--- src/cfcp_pkg.sv ---
package cfcp_pkg;

  // Result kinds.
  localparam logic [1:0] KIND_HEADER = 2'd0;
  localparam logic [1:0] KIND_ENTRY  = 2'd1;
  localparam logic [1:0] KIND_END    = 2'd2;
  localparam logic [1:0] KIND_ERROR  = 2'd3;

  // Error codes, valid when the kind is an error.
  localparam logic [1:0] ERR_MAGIC   = 2'd0;
  localparam logic [1:0] ERR_TRUNC   = 2'd1;
  localparam logic [1:0] ERR_TAG     = 2'd2;

  // Width of the byte_offset field on the result channel.
  localparam int OFFSET_FIELD_W = 32;

  typedef struct packed {
    logic [1:0]                kind;
    logic [1:0]                error_code;
    logic [15:0]               slot_index;
    logic [7:0]                entry_tag;
    logic [OFFSET_FIELD_W-1:0] byte_offset;
    logic [16:0]               entry_size;
    logic [15:0]               ref_first;
    logic [15:0]               ref_second;
    logic [63:0]               raw_value;
    logic                      run_end;
  } result_t;

  // Everything one input byte produces. The optional second result is
  // always a pool end or a truncation error, so only its offset and kind bit are kept.
  typedef struct packed {
    result_t                   primary;
    logic                      has_second;
    logic                      second_end;
    logic [OFFSET_FIELD_W-1:0] second_offset;
  } bundle_t;

endpackage

--- src/cfcp_if.sv ---
interface cfcp_byte_if;
  logic       valid;
  logic       ready;
  logic [7:0] data_byte;
  logic       last_byte;

  modport source (output valid, output data_byte, output last_byte, input ready);
  modport sink   (input valid, input data_byte, input last_byte, output ready);
endinterface

interface cfcp_result_if;
  logic        valid;
  logic        ready;
  logic [1:0]  kind;
  logic [1:0]  error_code;
  logic [15:0] slot_index;
  logic [7:0]  entry_tag;
  logic [31:0] byte_offset;
  logic [16:0] entry_size;
  logic [15:0] ref_first;
  logic [15:0] ref_second;
  logic [63:0] raw_value;
  logic        run_end;

  modport source (output valid, output kind, output error_code, output slot_index,
                  output entry_tag, output byte_offset, output entry_size,
                  output ref_first, output ref_second, output raw_value,
                  output run_end, input ready);
  modport sink   (input valid, input kind, input error_code, input slot_index,
                  input entry_tag, input byte_offset, input entry_size,
                  input ref_first, input ref_second, input raw_value,
                  input run_end, output ready);
endinterface

--- src/class_file_constant_pool_parser_core.sv ---
// Channel  Dir  Contents
// stream   in   data_byte (8), last_byte (1): one class file byte per transfer
// report   out  kind, error_code, slot_index, entry_tag, byte_offset, entry_size,
//               ref_first, ref_second, raw_value, run_end: one result per transfer
//
// The parser takes one byte every cycle while the queue has room; its state
// update is a field-counting state machine. A byte makes at most two results,
// and the output register sends one result per cycle while report.ready is high;
// a byte with two results holds it while the two-entry queue keeps bytes coming.
// Reset is synchronous; there is no clearing pass.
// Either side may stall at any time: the queue fills and stream.ready drops.
module class_file_constant_pool_parser_core
  import cfcp_pkg::*;
#(
  parameter int OFFSET_BITS = 32
) (
  input  logic          clk,
  input  logic          rst,
  cfcp_byte_if.sink     stream,
  cfcp_result_if.source report
);

  // The front parser classifies each byte and packs everything it causes
  // into one bundle. The bundle queue decouples it from the back end, which
  // unrolls each bundle into one or two result transfers.
  logic    fifo_push;
  logic    fifo_full;
  logic    fifo_pop;
  logic    fifo_valid;
  bundle_t front_bundle;
  bundle_t head_bundle;

  cfcp_front #(
    .OFFSET_BITS (OFFSET_BITS)
  ) u_front (
    .clk    (clk),
    .rst    (rst),
    .stream (stream),
    .full   (fifo_full),
    .push   (fifo_push),
    .bundle (front_bundle)
  );

  cfcp_fifo u_fifo (
    .clk      (clk),
    .rst      (rst),
    .push     (fifo_push),
    .wr_data  (front_bundle),
    .full     (fifo_full),
    .pop      (fifo_pop),
    .rd_valid (fifo_valid),
    .rd_data  (head_bundle)
  );

  cfcp_back u_back (
    .clk        (clk),
    .rst        (rst),
    .head_valid (fifo_valid),
    .head       (head_bundle),
    .pop        (fifo_pop),
    .report     (report)
  );

`ifndef SYNTHESIS
  // The parser must never produce a bundle the queue cannot hold.
  assert property (@(posedge clk) disable iff (rst) fifo_push |-> !fifo_full)
    else $error("bundle pushed into a full queue");

  // A result that is not the last of its byte is followed at once by the
  // trailing pool end or truncation error.
  assert property (@(posedge clk) disable iff (rst)
      report.valid && report.ready && !report.run_end
      |=> report.valid && (report.kind == KIND_END || report.kind == KIND_ERROR))
    else $error("trailing result missing after a non-final result");

  // An error always closes the run of results for its byte.
  assert property (@(posedge clk) disable iff (rst)
      report.valid && report.kind == KIND_ERROR |-> report.run_end)
    else $error("error result without run_end");
`endif

endmodule

--- src/cfcp_front.sv ---
module cfcp_front
  import cfcp_pkg::*;
#(
  parameter int OFFSET_BITS = 32
) (
  input  logic        clk,
  input  logic        rst,
  cfcp_byte_if.sink   stream,
  input  logic        full,
  output logic        push,
  output bundle_t     bundle
);

  localparam logic [2:0] PH_MAGIC   = 3'd0;
  localparam logic [2:0] PH_VERSION = 3'd1;
  localparam logic [2:0] PH_COUNT   = 3'd2;
  localparam logic [2:0] PH_TAG     = 3'd3;
  localparam logic [2:0] PH_BODY    = 3'd4;
  localparam logic [2:0] PH_DONE    = 3'd5;

  localparam logic [7:0] TAG_UTF8    = 8'd1;
  localparam logic [7:0] TAG_INT     = 8'd3;
  localparam logic [7:0] TAG_FLOAT   = 8'd4;
  localparam logic [7:0] TAG_LONG    = 8'd5;
  localparam logic [7:0] TAG_DOUBLE  = 8'd6;
  localparam logic [7:0] TAG_CLASS   = 8'd7;
  localparam logic [7:0] TAG_STRING  = 8'd8;
  localparam logic [7:0] TAG_FIELD   = 8'd9;
  localparam logic [7:0] TAG_METHOD  = 8'd10;
  localparam logic [7:0] TAG_IMETHOD = 8'd11;
  localparam logic [7:0] TAG_NTYPE   = 8'd12;
  localparam logic [7:0] TAG_MHANDLE = 8'd15;
  localparam logic [7:0] TAG_MTYPE   = 8'd16;
  localparam logic [7:0] TAG_INDY    = 8'd18;

  localparam logic [31:0] MAGIC = 32'hCAFE_BABE;

  // Entry size from the tag; zero flags an unknown tag. Utf8 starts at
  // three and grows once its length field is in.
  function automatic logic [16:0] tag_size(input logic [7:0] t);
    logic [16:0] s;
    s = 17'd0;
    unique case (t) inside
      TAG_UTF8, TAG_CLASS, TAG_STRING, TAG_MTYPE: s = 17'd3;
      TAG_MHANDLE: s = 17'd4;
      TAG_INT, TAG_FLOAT, TAG_FIELD, TAG_METHOD, TAG_IMETHOD, TAG_NTYPE, TAG_INDY:
        s = 17'd5;
      TAG_LONG, TAG_DOUBLE: s = 17'd9;
      default: s = 17'd0;
    endcase
    return s;
  endfunction

  logic [2:0]             phase, phase_next;
  logic [16:0]            field_byte_count, field_byte_count_next;
  logic [OFFSET_BITS-1:0] stream_offset;
  logic [16:0]            current_slot, current_slot_next;
  logic [15:0]            pool_count, pool_count_next;
  logic [7:0]             current_tag, current_tag_next;
  logic [16:0]            current_size, current_size_next;
  logic [OFFSET_BITS-1:0] entry_start, entry_start_next;
  logic [63:0]            value_shift, value_shift_next;
  logic [15:0]            first_ref, first_ref_next;
  logic [15:0]            second_ref, second_ref_next;

  logic                   accept;
  logic [OFFSET_BITS-1:0] offset_plus;
  logic [7:0]             b;
  logic                   prim_valid, end_valid, trunc_valid;
  result_t                prim;

  assign stream.ready = !full;
  assign accept       = stream.valid && !full;
  assign b            = stream.data_byte;
  assign offset_plus  = stream_offset + OFFSET_BITS'(1);

  always_comb begin
    phase_next            = phase;
    field_byte_count_next = field_byte_count;
    current_slot_next     = current_slot;
    pool_count_next       = pool_count;
    current_tag_next      = current_tag;
    current_size_next     = current_size;
    entry_start_next      = entry_start;
    value_shift_next      = value_shift;
    first_ref_next        = first_ref;
    second_ref_next       = second_ref;
    prim_valid            = 1'b0;
    end_valid             = 1'b0;
    prim                  = '0;

    unique case (phase)
      PH_MAGIC: begin
        value_shift_next      = {32'd0, value_shift[23:0], b};
        field_byte_count_next = field_byte_count + 17'd1;
        if (field_byte_count_next >= 17'd4) begin
          if (value_shift_next[31:0] != MAGIC) begin
            prim_valid      = 1'b1;
            prim.kind       = KIND_ERROR;
            prim.error_code = ERR_MAGIC;
            phase_next      = PH_DONE;
          end else begin
            phase_next            = PH_VERSION;
            field_byte_count_next = 17'd0;
            value_shift_next      = 64'd0;
          end
        end
      end
      PH_VERSION: begin
        // Minor version comes first, then major.
        if (field_byte_count < 17'd2) begin
          second_ref_next = {second_ref[7:0], b};
        end else begin
          first_ref_next = {first_ref[7:0], b};
        end
        field_byte_count_next = field_byte_count + 17'd1;
        if (field_byte_count_next >= 17'd4) begin
          phase_next            = PH_COUNT;
          field_byte_count_next = 17'd0;
        end
      end
      PH_COUNT: begin
        pool_count_next       = {pool_count[7:0], b};
        field_byte_count_next = field_byte_count + 17'd1;
        if (field_byte_count_next >= 17'd2) begin
          prim_valid            = 1'b1;
          prim.kind             = KIND_HEADER;
          prim.ref_first        = first_ref;
          prim.ref_second       = second_ref;
          prim.raw_value        = 64'(pool_count_next);
          field_byte_count_next = 17'd0;
          if (current_slot >= {1'b0, pool_count_next}) begin
            end_valid  = 1'b1;
            phase_next = PH_DONE;
          end else begin
            phase_next = PH_TAG;
          end
        end
      end
      PH_TAG: begin
        current_tag_next      = b;
        entry_start_next      = stream_offset;
        value_shift_next      = 64'd0;
        field_byte_count_next = 17'd1;
        current_size_next     = tag_size(b);
        if (current_size_next == 17'd0) begin
          prim_valid       = 1'b1;
          prim.kind        = KIND_ERROR;
          prim.error_code  = ERR_TAG;
          prim.entry_tag   = b;
          prim.byte_offset = OFFSET_FIELD_W'(stream_offset);
          phase_next       = PH_DONE;
        end else begin
          phase_next = PH_BODY;
        end
      end
      PH_BODY: begin
        value_shift_next      = {value_shift[55:0], b};
        field_byte_count_next = field_byte_count + 17'd1;
        if (current_tag == TAG_UTF8 && field_byte_count_next == 17'd3) begin
          current_size_next = 17'd3 + 17'(value_shift_next[15:0]);
        end
        if (field_byte_count_next >= current_size_next) begin
          prim_valid       = 1'b1;
          prim.kind        = KIND_ENTRY;
          prim.slot_index  = current_slot[15:0];
          prim.entry_tag   = current_tag;
          prim.byte_offset = OFFSET_FIELD_W'(entry_start);
          prim.entry_size  = current_size_next;
          case (current_tag) inside
            TAG_CLASS, TAG_STRING, TAG_MTYPE: prim.ref_first = value_shift_next[15:0];
            TAG_MHANDLE: begin
              prim.ref_first  = {8'd0, value_shift_next[23:16]};
              prim.ref_second = value_shift_next[15:0];
            end
            TAG_FIELD, TAG_METHOD, TAG_IMETHOD, TAG_NTYPE, TAG_INDY: begin
              prim.ref_first  = value_shift_next[31:16];
              prim.ref_second = value_shift_next[15:0];
            end
            TAG_INT, TAG_FLOAT: prim.raw_value = {32'd0, value_shift_next[31:0]};
            TAG_LONG, TAG_DOUBLE: prim.raw_value = value_shift_next;
            default: prim.raw_value = 64'd0;
          endcase
          if (current_tag == TAG_LONG || current_tag == TAG_DOUBLE) begin
            current_slot_next = current_slot + 17'd2;
          end else begin
            current_slot_next = current_slot + 17'd1;
          end
          field_byte_count_next = 17'd0;
          if (current_slot_next >= {1'b0, pool_count}) begin
            end_valid  = 1'b1;
            phase_next = PH_DONE;
          end else begin
            phase_next = PH_TAG;
          end
        end
      end
      PH_DONE: begin
        phase_next = PH_DONE;
      end
      default: begin
        phase_next = PH_DONE;
      end
    endcase

    trunc_valid = stream.last_byte && (phase_next != PH_DONE);

    bundle = '0;
    if (prim_valid) begin
      bundle.primary       = prim;
      bundle.has_second    = end_valid || trunc_valid;
      bundle.second_end    = end_valid;
      bundle.second_offset = OFFSET_FIELD_W'(offset_plus);
    end else begin
      bundle.primary.kind        = KIND_ERROR;
      bundle.primary.error_code  = ERR_TRUNC;
      bundle.primary.byte_offset = OFFSET_FIELD_W'(offset_plus);
    end
    bundle.primary.run_end = !bundle.has_second;

    // The last byte of a chunk starts the next class file from scratch.
    if (stream.last_byte) begin
      phase_next            = PH_MAGIC;
      field_byte_count_next = 17'd0;
      current_slot_next     = 17'd1;
      pool_count_next       = 16'd0;
      current_tag_next      = 8'd0;
      current_size_next     = 17'd0;
      entry_start_next      = '0;
      value_shift_next      = 64'd0;
      first_ref_next        = 16'd0;
      second_ref_next       = 16'd0;
    end
  end

  assign push = accept && (prim_valid || trunc_valid);

  always_ff @(posedge clk) begin
    if (rst) begin
      phase            <= PH_MAGIC;
      field_byte_count <= 17'd0;
      stream_offset    <= '0;
      current_slot     <= 17'd1;
      pool_count       <= 16'd0;
      current_tag      <= 8'd0;
      current_size     <= 17'd0;
      entry_start      <= '0;
      value_shift      <= 64'd0;
      first_ref        <= 16'd0;
      second_ref       <= 16'd0;
    end else if (accept) begin
      phase            <= phase_next;
      field_byte_count <= field_byte_count_next;
      stream_offset    <= stream.last_byte ? '0 : offset_plus;
      current_slot     <= current_slot_next;
      pool_count       <= pool_count_next;
      current_tag      <= current_tag_next;
      current_size     <= current_size_next;
      entry_start      <= entry_start_next;
      value_shift      <= value_shift_next;
      first_ref        <= first_ref_next;
      second_ref       <= second_ref_next;
    end
  end

endmodule

--- src/cfcp_fifo.sv ---
module cfcp_fifo
  import cfcp_pkg::*;
(
  input  logic    clk,
  input  logic    rst,
  input  logic    push,
  input  bundle_t wr_data,
  output logic    full,
  input  logic    pop,
  output logic    rd_valid,
  output bundle_t rd_data
);

  localparam int DEPTH = 2;
  localparam int PTR_W = $clog2(DEPTH);
  localparam int CNT_W = $clog2(DEPTH + 1);

  bundle_t            entries [DEPTH];
  logic [PTR_W-1:0]   wr_ptr, rd_ptr;
  logic [CNT_W-1:0]   count;
  logic               do_push, do_pop;

  assign full     = (count == CNT_W'(DEPTH));
  assign rd_valid = (count != '0);
  assign rd_data  = entries[rd_ptr];
  assign do_push  = push && !full;
  assign do_pop   = pop && rd_valid;

  always_ff @(posedge clk) begin
    if (do_push) begin
      entries[wr_ptr] <= wr_data;
    end
  end

  always_ff @(posedge clk) begin
    if (rst) begin
      wr_ptr <= '0;
      rd_ptr <= '0;
      count  <= '0;
    end else begin
      if (do_push) begin
        wr_ptr <= (wr_ptr == PTR_W'(DEPTH - 1)) ? '0 : wr_ptr + PTR_W'(1);
      end
      if (do_pop) begin
        rd_ptr <= (rd_ptr == PTR_W'(DEPTH - 1)) ? '0 : rd_ptr + PTR_W'(1);
      end
      if (do_push && !do_pop) begin
        count <= count + CNT_W'(1);
      end else if (do_pop && !do_push) begin
        count <= count - CNT_W'(1);
      end
    end
  end

endmodule

--- src/cfcp_back.sv ---
module cfcp_back
  import cfcp_pkg::*;
(
  input  logic         clk,
  input  logic         rst,
  input  logic         head_valid,
  input  bundle_t      head,
  output logic         pop,
  cfcp_result_if.source report
);

  logic    out_valid;
  result_t out_res;
  logic    second_pending;
  logic    load;
  result_t second_res;

  // Expand the short form of the trailing result.
  always_comb begin
    second_res             = '0;
    second_res.kind        = head.second_end ? KIND_END : KIND_ERROR;
    second_res.error_code  = head.second_end ? ERR_MAGIC : ERR_TRUNC;
    second_res.byte_offset = head.second_offset;
    second_res.run_end     = 1'b1;
  end

  assign load = head_valid && (!out_valid || report.ready);
  assign pop  = load && (second_pending || !head.has_second);

  always_ff @(posedge clk) begin
    if (rst) begin
      out_valid      <= 1'b0;
      second_pending <= 1'b0;
    end else if (load) begin
      out_valid      <= 1'b1;
      second_pending <= !second_pending && head.has_second;
    end else if (report.ready) begin
      out_valid <= 1'b0;
    end
  end

  always_ff @(posedge clk) begin
    if (load) begin
      out_res <= second_pending ? second_res : head.primary;
    end
  end

  assign report.valid       = out_valid;
  assign report.kind        = out_res.kind;
  assign report.error_code  = out_res.error_code;
  assign report.slot_index  = out_res.slot_index;
  assign report.entry_tag   = out_res.entry_tag;
  assign report.byte_offset = out_res.byte_offset;
  assign report.entry_size  = out_res.entry_size;
  assign report.ref_first   = out_res.ref_first;
  assign report.ref_second  = out_res.ref_second;
  assign report.raw_value   = out_res.raw_value;
  assign report.run_end     = out_res.run_end;

endmodule
--- src/flat_wrapper.sv ---
// flat-port wrapper written by rule: the top's interface ports become plain ports
module class_file_constant_pool_parser_core_flat import cfcp_pkg::*;
#(
  parameter int OFFSET_BITS = 32
)
  (clk, rst, stream_valid, stream_data_byte, stream_last_byte, stream_ready, report_valid, report_kind, report_error_code, report_slot_index, report_entry_tag, report_byte_offset, report_entry_size, report_ref_first, report_ref_second, report_raw_value, report_run_end, report_ready);
  cfcp_byte_if stream_i ();
  cfcp_result_if report_i ();
  input  logic clk;
  input  logic rst;
  input wire logic [$bits(stream_i.valid)-1:0] stream_valid;
  input wire logic [$bits(stream_i.data_byte)-1:0] stream_data_byte;
  input wire logic [$bits(stream_i.last_byte)-1:0] stream_last_byte;
  output wire logic [$bits(stream_i.ready)-1:0] stream_ready;
  output wire logic [$bits(report_i.valid)-1:0] report_valid;
  output wire logic [$bits(report_i.kind)-1:0] report_kind;
  output wire logic [$bits(report_i.error_code)-1:0] report_error_code;
  output wire logic [$bits(report_i.slot_index)-1:0] report_slot_index;
  output wire logic [$bits(report_i.entry_tag)-1:0] report_entry_tag;
  output wire logic [$bits(report_i.byte_offset)-1:0] report_byte_offset;
  output wire logic [$bits(report_i.entry_size)-1:0] report_entry_size;
  output wire logic [$bits(report_i.ref_first)-1:0] report_ref_first;
  output wire logic [$bits(report_i.ref_second)-1:0] report_ref_second;
  output wire logic [$bits(report_i.raw_value)-1:0] report_raw_value;
  output wire logic [$bits(report_i.run_end)-1:0] report_run_end;
  input wire logic [$bits(report_i.ready)-1:0] report_ready;
  assign stream_i.valid = stream_valid;
  assign stream_i.data_byte = stream_data_byte;
  assign stream_i.last_byte = stream_last_byte;
  assign stream_ready = stream_i.ready;
  assign report_valid = report_i.valid;
  assign report_kind = report_i.kind;
  assign report_error_code = report_i.error_code;
  assign report_slot_index = report_i.slot_index;
  assign report_entry_tag = report_i.entry_tag;
  assign report_byte_offset = report_i.byte_offset;
  assign report_entry_size = report_i.entry_size;
  assign report_ref_first = report_i.ref_first;
  assign report_ref_second = report_i.ref_second;
  assign report_raw_value = report_i.raw_value;
  assign report_run_end = report_i.run_end;
  assign report_i.ready = report_ready;
  class_file_constant_pool_parser_core #(.OFFSET_BITS(OFFSET_BITS)) u_core (.clk(clk), .rst(rst), .stream(stream_i), .report(report_i));
endmodule
--- config.mk ---
export PLATFORM = sky130hd
export DESIGN_NAME = class_file_constant_pool_parser_core_flat
export DESIGN_NICKNAME = d
export VERILOG_FILES = /design/src/cfcp_pkg.sv /design/src/cfcp_if.sv /design/src/class_file_constant_pool_parser_core.sv /design/src/cfcp_front.sv /design/src/cfcp_fifo.sv /design/src/cfcp_back.sv /design/src/flat_wrapper.sv
export SDC_FILE = /design/constraint.sdc
export NUM_CORES = 1
export LEC_CHECK = 0
export ABC_AREA = 1
export BUFFER_PORTS_ARGS = -buffer_cell sky130_fd_sc_hd__buf_2
export CAP_MARGIN = 20
export CORE_ASPECT_RATIO = 1.2
export CORE_MARGIN = 1.5
export CORE_UTILIZATION = 55
export CTS_BUF_LIST = sky130_fd_sc_hd__clkbuf_8
export CTS_CLUSTER_DIAMETER = 80
export DETAILED_ROUTE_END_ITERATION = 10
export GPL_ROUTABILITY_DRIVEN = 1
export PLACE_DENSITY = 0.81
export SYNTH_ARGS = -nofsm -noshare
export SYNTH_HDL_FRONTEND = slang
export SYNTH_SLANG_ARGS = --single-unit
--- constraint.sdc ---
create_clock -name clk -period 14.4 [get_ports clk]
set_clock_uncertainty 0.15 [all_clocks]
set_input_delay 0 -clock clk [delete_from_list [all_inputs] [get_ports clk]]
set_output_delay 0 -clock clk [all_outputs]
set_load 0.005 [all_outputs]
* Word-level counts from Yosys, hierarchy flattened
Memories as Yosys holds them, arrays and structs flattened. A register that Yosys moved wholly into a read port is not among the register bits. Cells that the tools add are included.
Storage, ports and cells: logic and storage cells 229, memory bits (writable) 416, memories kept 1, output and inout bits 176, bits in registers 410, input bits 13
Cells by class: add/subtract/negate cells 9, magnitude comparators 6, equality and inequality tests 37, muxes and demuxes 98, reductions and logical operators 52
Memories:
- u_core.u_fifo.entries | depth 2, bits a word 208, rd ports 1, clocked after memory_dff 1, write ports 1, RTL line cfcp_fifo.sv:18 | bundle_t entries [DEPTH];
Operators by type and width (number):
- $mux 64 | 5
- $mux 17 | 17
- $mux 16 | 15
- $mux 32 | 6
- $pmux 96 s2 | 1
- $mux 174 | 1
- $mux 169 | 1
- $pmux 56 s3 | 1
- $mux 148 | 1
- $eq 8x4->1 const B | 12
- $mux 96 | 1
- $pmux 17 s5 | 1
- $pmux 40 s2 | 1
- $eq 8x3->1 const B | 8
- $mux 56 | 1
- $mux 40 | 1
- $add 17x1->17 const B | 2
- $ge 17x16->1 | 2
- $pmux 17 s2 | 1
- $add 32x1->32 const B | 1
- $eq 8x5->1 const B | 4
- $ne 32x32->1 const B | 1
- $mux 24 | 1
- $mux 3 | 8
- 44 further kinds | 109

* Longest topological paths before layout
depth after elaboration 21, gate-level depth with buffers 38, gate-level depth less buffers 38

* Modules after synthesis
A second synthesis with hierarchy kept.
Unflattened totals: cell total of the unflattened synthesis 3663, area total of the unflattened synthesis 37417.1 µm²
Modules (own cells, without submodules):
- cfcp_fifo | sequential area each 12592.1 µm², cells each 684, area each 15662.5 µm², times used 1
- cfcp_front | sequential area each 4604.4 µm², cells each 2389, area each 14836.7 µm², times used 1
- cfcp_back | sequential area each 5265.0 µm², cells each 590, area each 6917.9 µm², times used 1

* Worst setup path after synthesis
No wires, ideal clock.
path kind reg-to-reg, from register u_core.u_front.field_byte_count[1], to memory u_core.u_fifo.entries[0][0] in the netlist's numbering (enable), clock period less this slack 12.996 ns, data required time 13.470 ns, cell stages (with the launch flop) 33, data arrival time 12.066 ns, buffers on the path 0, slack 1.404 ns, library setup time 0.780 ns, path through dfxtp_1 -> ha_1 -> nand2_1 -> nor2_4 -> nand3_1 -> nand2_1 -> nand2_2 -> nor2_2 -> nand2_2 -> nor3_4 -> nand2_2 -> inv_2 -> nor2_1 -> a21oi_1 -> inv_1 -> ha_1 -> nand2_1 -> inv_1 -> nand2_1 -> nand2_1 -> nand2_1 -> nand2_1 -> nand2_1 -> nand4_1 -> a21oi_2 -> nand2_1 -> inv_1 -> nand3_1 -> o21ai_2 -> nand2_2 -> nand2_2 -> nand2_1 -> nor2_1
Between the ends: longest elaborated chain between the ends 15, elaborated cells on any way between the ends 24, classes of those cells add/sub: 1; order compare: 3; eq/ne: 2; mux: 13; reduce/logical: 5
Ends and longest elaborated chain:
- start: declaration | RTL line cfcp_front.sv:55 | logic [16:0] field_byte_count, field_byte_count_next;
- start signal: assignment | RTL line cfcp_front.sv:253 | field_byte_count <= field_byte_count_next;
- $add 17x1->17 *
- $eq 17x2->1 | RTL line cfcp_front.sv:160 | if (current_tag == TAG_UTF8 && field_byte_count_next == 17'd3) begin
- $logic_and 1x1->1 | RTL line cfcp_front.sv:160
- $mux 17 | RTL line cfcp_front.sv:160
- $mux 17 | RTL line cfcp_front.sv:92 | unique case (phase)
- $ge 17x17->1 | RTL line cfcp_front.sv:163 | if (field_byte_count_next >= current_size_next) begin
- $mux 3 | RTL line cfcp_front.sv:163
- $pmux 3 s5 | RTL line cfcp_front.sv:92
- $ne 3x3->1 | RTL line cfcp_front.sv:206 | trunc_valid = stream.last_byte && (phase_next != PH_DONE);
- $logic_and 1x1->1 | RTL line cfcp_front.sv:206
- $logic_or 1x1->1 * | RTL line cfcp_front.sv:236 | assign push = accept && (prim_valid || trunc_valid);
- $logic_and 1x1->1 * | RTL line cfcp_front.sv:236
- $logic_and 1x1->1 * | RTL line cfcp_fifo.sv:26 | assign do_push = push && !full;
- $mux 1 * | RTL line cfcp_fifo.sv:30 | if (do_push) begin
- $mux 1 (not written as such) * | RTL line cfcp_fifo.sv:31 | entries[wr_ptr] <= wr_data;
- end: declaration | RTL line cfcp_fifo.sv:18
Mark *: on every way between the ends. The rest lies on a longest branch, timed or not. The select of a mux whose other input is x is not followed.

* Final worst setup path
from register u_core.u_front.field_byte_count[0], to memory u_core.u_fifo.entries[0][200] in the netlist's numbering (enable)
The elaborated chain is that of the path after synthesis.

==> impl_metrics.ini <==
[synthesis]
yosysUniqueCellTypes = 50
yosysTopAreaCell = edfxtp_1
synth_area_per_cell_sq_um = 9.82
syn_inst = 3623
ys_async_sr_fraction = 0
ys_ff_latch = 827
yosysTopAreaCellShare = 0.498
syn_nets = 3696
synth_edf_count = 590
synthTopCellsByArea = edfxtp_1 (50%), dfxtp_1 (13%), nand2_1 (7.4%), nor2_1 (5.7%), o21ai_0 (3.7%)
seq_area_frac_synth = 0.632
ys.flop_type = edfxtp_1
syn_area_sq_mm = 0.0356
ys_warn_count = 0

[clock_tree]
clock_sinks = 827
post_cts_buffers = 0
ctsHoldBuffers = 14
cts-buffers-inserted = 117
cts_max_level = 3
ctsResizeCount = 0
clock_latency_ns = 0.76
cts_buffer_depth = 3
cts_tree = yes
clk_pin_slew_ns = 0.07
root_buffer = clkbuf_8

[setup_path]
crit_arrival_ns = 7.34
critPathRequiredTime_ns = 14.60
path_common_cell = nand2_1
cp_slowest_stage_delay_ns = 0.89
end_kind = register
critical-path-slowest-cell = buf_4
critical_path_peak_fanout = 72
critical_path_class = reg -> reg
cp-start-kind = register

[cells_and_area]
mostFrequentLayoutCell = nand2_1
syn2layout_area_growth_pct = 11.8
drive_above_1_share = 0.124
nNetsFinal = 3864
fill_cells = 4966
mostFrequentLayoutCells = nand2_1 (700), edfxtp_1 (590), nor2_1 (533), inv_1 (341), o21ai_0 (266)
fin_util = 0.626

[routing]
vias = 27000
wl_mm = 92.6
drtIter0Drc = 3033
dr.pass1.iters = 8
drc_errors = 0
postRouteAntennaNets = 0
wire_per_inst_um = 19.6
via_per_inst = 5.73

[sta]
rsz0062_at_grt = false
fin_tns_setup_ns = 0
worst_pin_slew_ns = 1.07
period_minus_slack_ns = 7.14
hold_viol = 0
slew_violations = 0
period_share = 0.496
max_freq_mhz = 140
setup-violations-final = 0
slew_headroom = 0.279
holdWs_ns = 0.0623

[placed_design]
gp_congestion = 0.980
io_buffers = 188
hpwlAfterDp_mm = 59.8

[worst_hold_path]
hp-class = in -> reg

[floorplanning]
num_rows = 101
core_sq_mm = 0.0636
die_height_um = 282
fp.dieW_um = 235
design.die.area_sq_mm = 0.0662
start_util = 0.560
io_pins = 189

[global_routing]
grt.overflow.total = 0
grt_max_degree = 136
grt_use_total = 0.275
antenna_found_initial = 2
grt_pass1_wl_mm = 142
grt_pass1_vias = 25700

[power]
p_per_area_mw_per_mm2 = 159
total_power_mw = 6.32
p_leak_nw = 14.8
peakVddDrop_mv = 0.0848

[status]
status = finished, final reports clean

[flow_run]
maxCapViolCount = 0
==> critical path: cells and delay by family (launching register included) <==
family                   cells  cell delay [ns]
AND/OR/NAND/NOR             20             3.02
buffers and inverters        6             2.27
adder cells (fa/ha/maj)      2             0.58
flip-flops                   1             0.46
AO/OA/AOI/OAI                1             0.13
==> Yosys cell counts, types with 4 or more instances <==
master / number
nand2_1: 701
edfxtp_1: 590
nor2_1: 536
inv_1: 301
o21ai_0: 266
a21oi_1: 252
dfxtp_1: 237
clkbuf_1: 157
nand3_1: 116
o22ai_1: 68
ha_1: 60
xor2_1: 48
nor3_1: 46
nand4_1: 33
o221ai_1: 24
inv_2: 22
nor4_1: 18
buf_2: 17
o211ai_1: 16
nand2_2: 14
nor2_4: 9
o31ai_1: 8
nor2_2: 7
o21ai_1: 6
o21ai_2: 6
or2_2: 6
a22oi_1: 4
buf_1: 4
buf_4: 4
nor3_2: 4
==> final cells by class <==
type | count | area [sq um] | area share
inverter | 326 | 1240 | 0.0311
sequential | 827 | 22500 | 0.565
antenna | 1 | 2.50 | 0.0000629
timing repair buffer | 232 | 1320 | 0.0331
clock buffer | 134 | 1840 | 0.0464
tap | 824 | 1030 | 0.0259
multi-input combinational | 2287 | 11200 | 0.282
clock inverter | 90 | 679 | 0.0171
==> flip-flops by register name, summed over array words and instances (netlist names), 32 cells and up, named ones only <==
signal / count
u_core.u_back.report.byte_offset: 32
u_core.u_back.report.raw_value: 64
u_core.u_fifo.entries: 416
u_core.u_front.entry_start: 32
u_core.u_front.stream_offset: 32
u_core.u_front.value_shift: 56
==> report_power, final <==
| part | switching (mW) | internal (mW) |
|---|---|---|
| clock network | 0.907 | 1.04 |
| logic | 0.852 | 0.351 |
| registers | 0.123 | 3.05 |
| total | 1.88 | 4.44 |
==> cell families after synthesis <==
logic type,count (synthesis),share of synthesized area
AOI/OAI and AO/OA,669,0.104
xor gates and xnor gates,50,0.0123
adders and majority gates,60,0.0211
buffers and inverters,509,0.0549
DFF,827,0.632
muxes,3,0.000844
and+or+nand+nor,1505,0.176
==> routing by layer <==
| layer | track usage | share of wire | vias up |
|---|---|---|---|
| li1 | - | - | 12600 |
| met1 | 0.350 | 0.40 | 13000 |
| met2 | 0.461 | 0.49 | 1192 |
| met3 | 0.0468 | 0.072 | 249 |
| met4 | 0.132 | 0.044 | 2 |
| met5 | 0 | 0.00013 | - |
==> per-stage QoR <==
step	cell area (sq um)	setup slack, ns	std cells
6_report	39800	7.26	4721
4_1_cts	39800	7.18	4720
2_1_floorplan	35600	1.40	3623
5_1_grt	39800	6.63	4721
3_5_place_dp	37100	7.22	4482
3_3_place_gp	37100	7.32	4480
==> path summary, 6_finish.rpt <==
| path | start | end | slack (ns) | depth (start not counted) |
|---|---|---|---|---|
| setup / recovery | u_core.u_front.field_byte_count[0]$_SDFFE_PP0P_ | u_core.u_fifo.entries[0][200]$_DFFE_PP_ | 7.26 | 29 |
| hold / removal | stream_data_byte[7] | u_core.u_front.first_ref[7]$_SDFFE_PP0P_ | 0.06 | 4 |
| setup reg to reg | u_core.u_front.field_byte_count[0]$_SDFFE_PP0P_ | u_core.u_fifo.entries[0][200]$_DFFE_PP_ | 7.26 | 29 |
| hold reg to reg | u_core.u_front.first_ref[2]$_SDFFE_PP0P_ | u_core.u_front.first_ref[10]$_SDFFE_PP0P_ | 0.29 | 2 |
(Power assumes the default switching activity.)
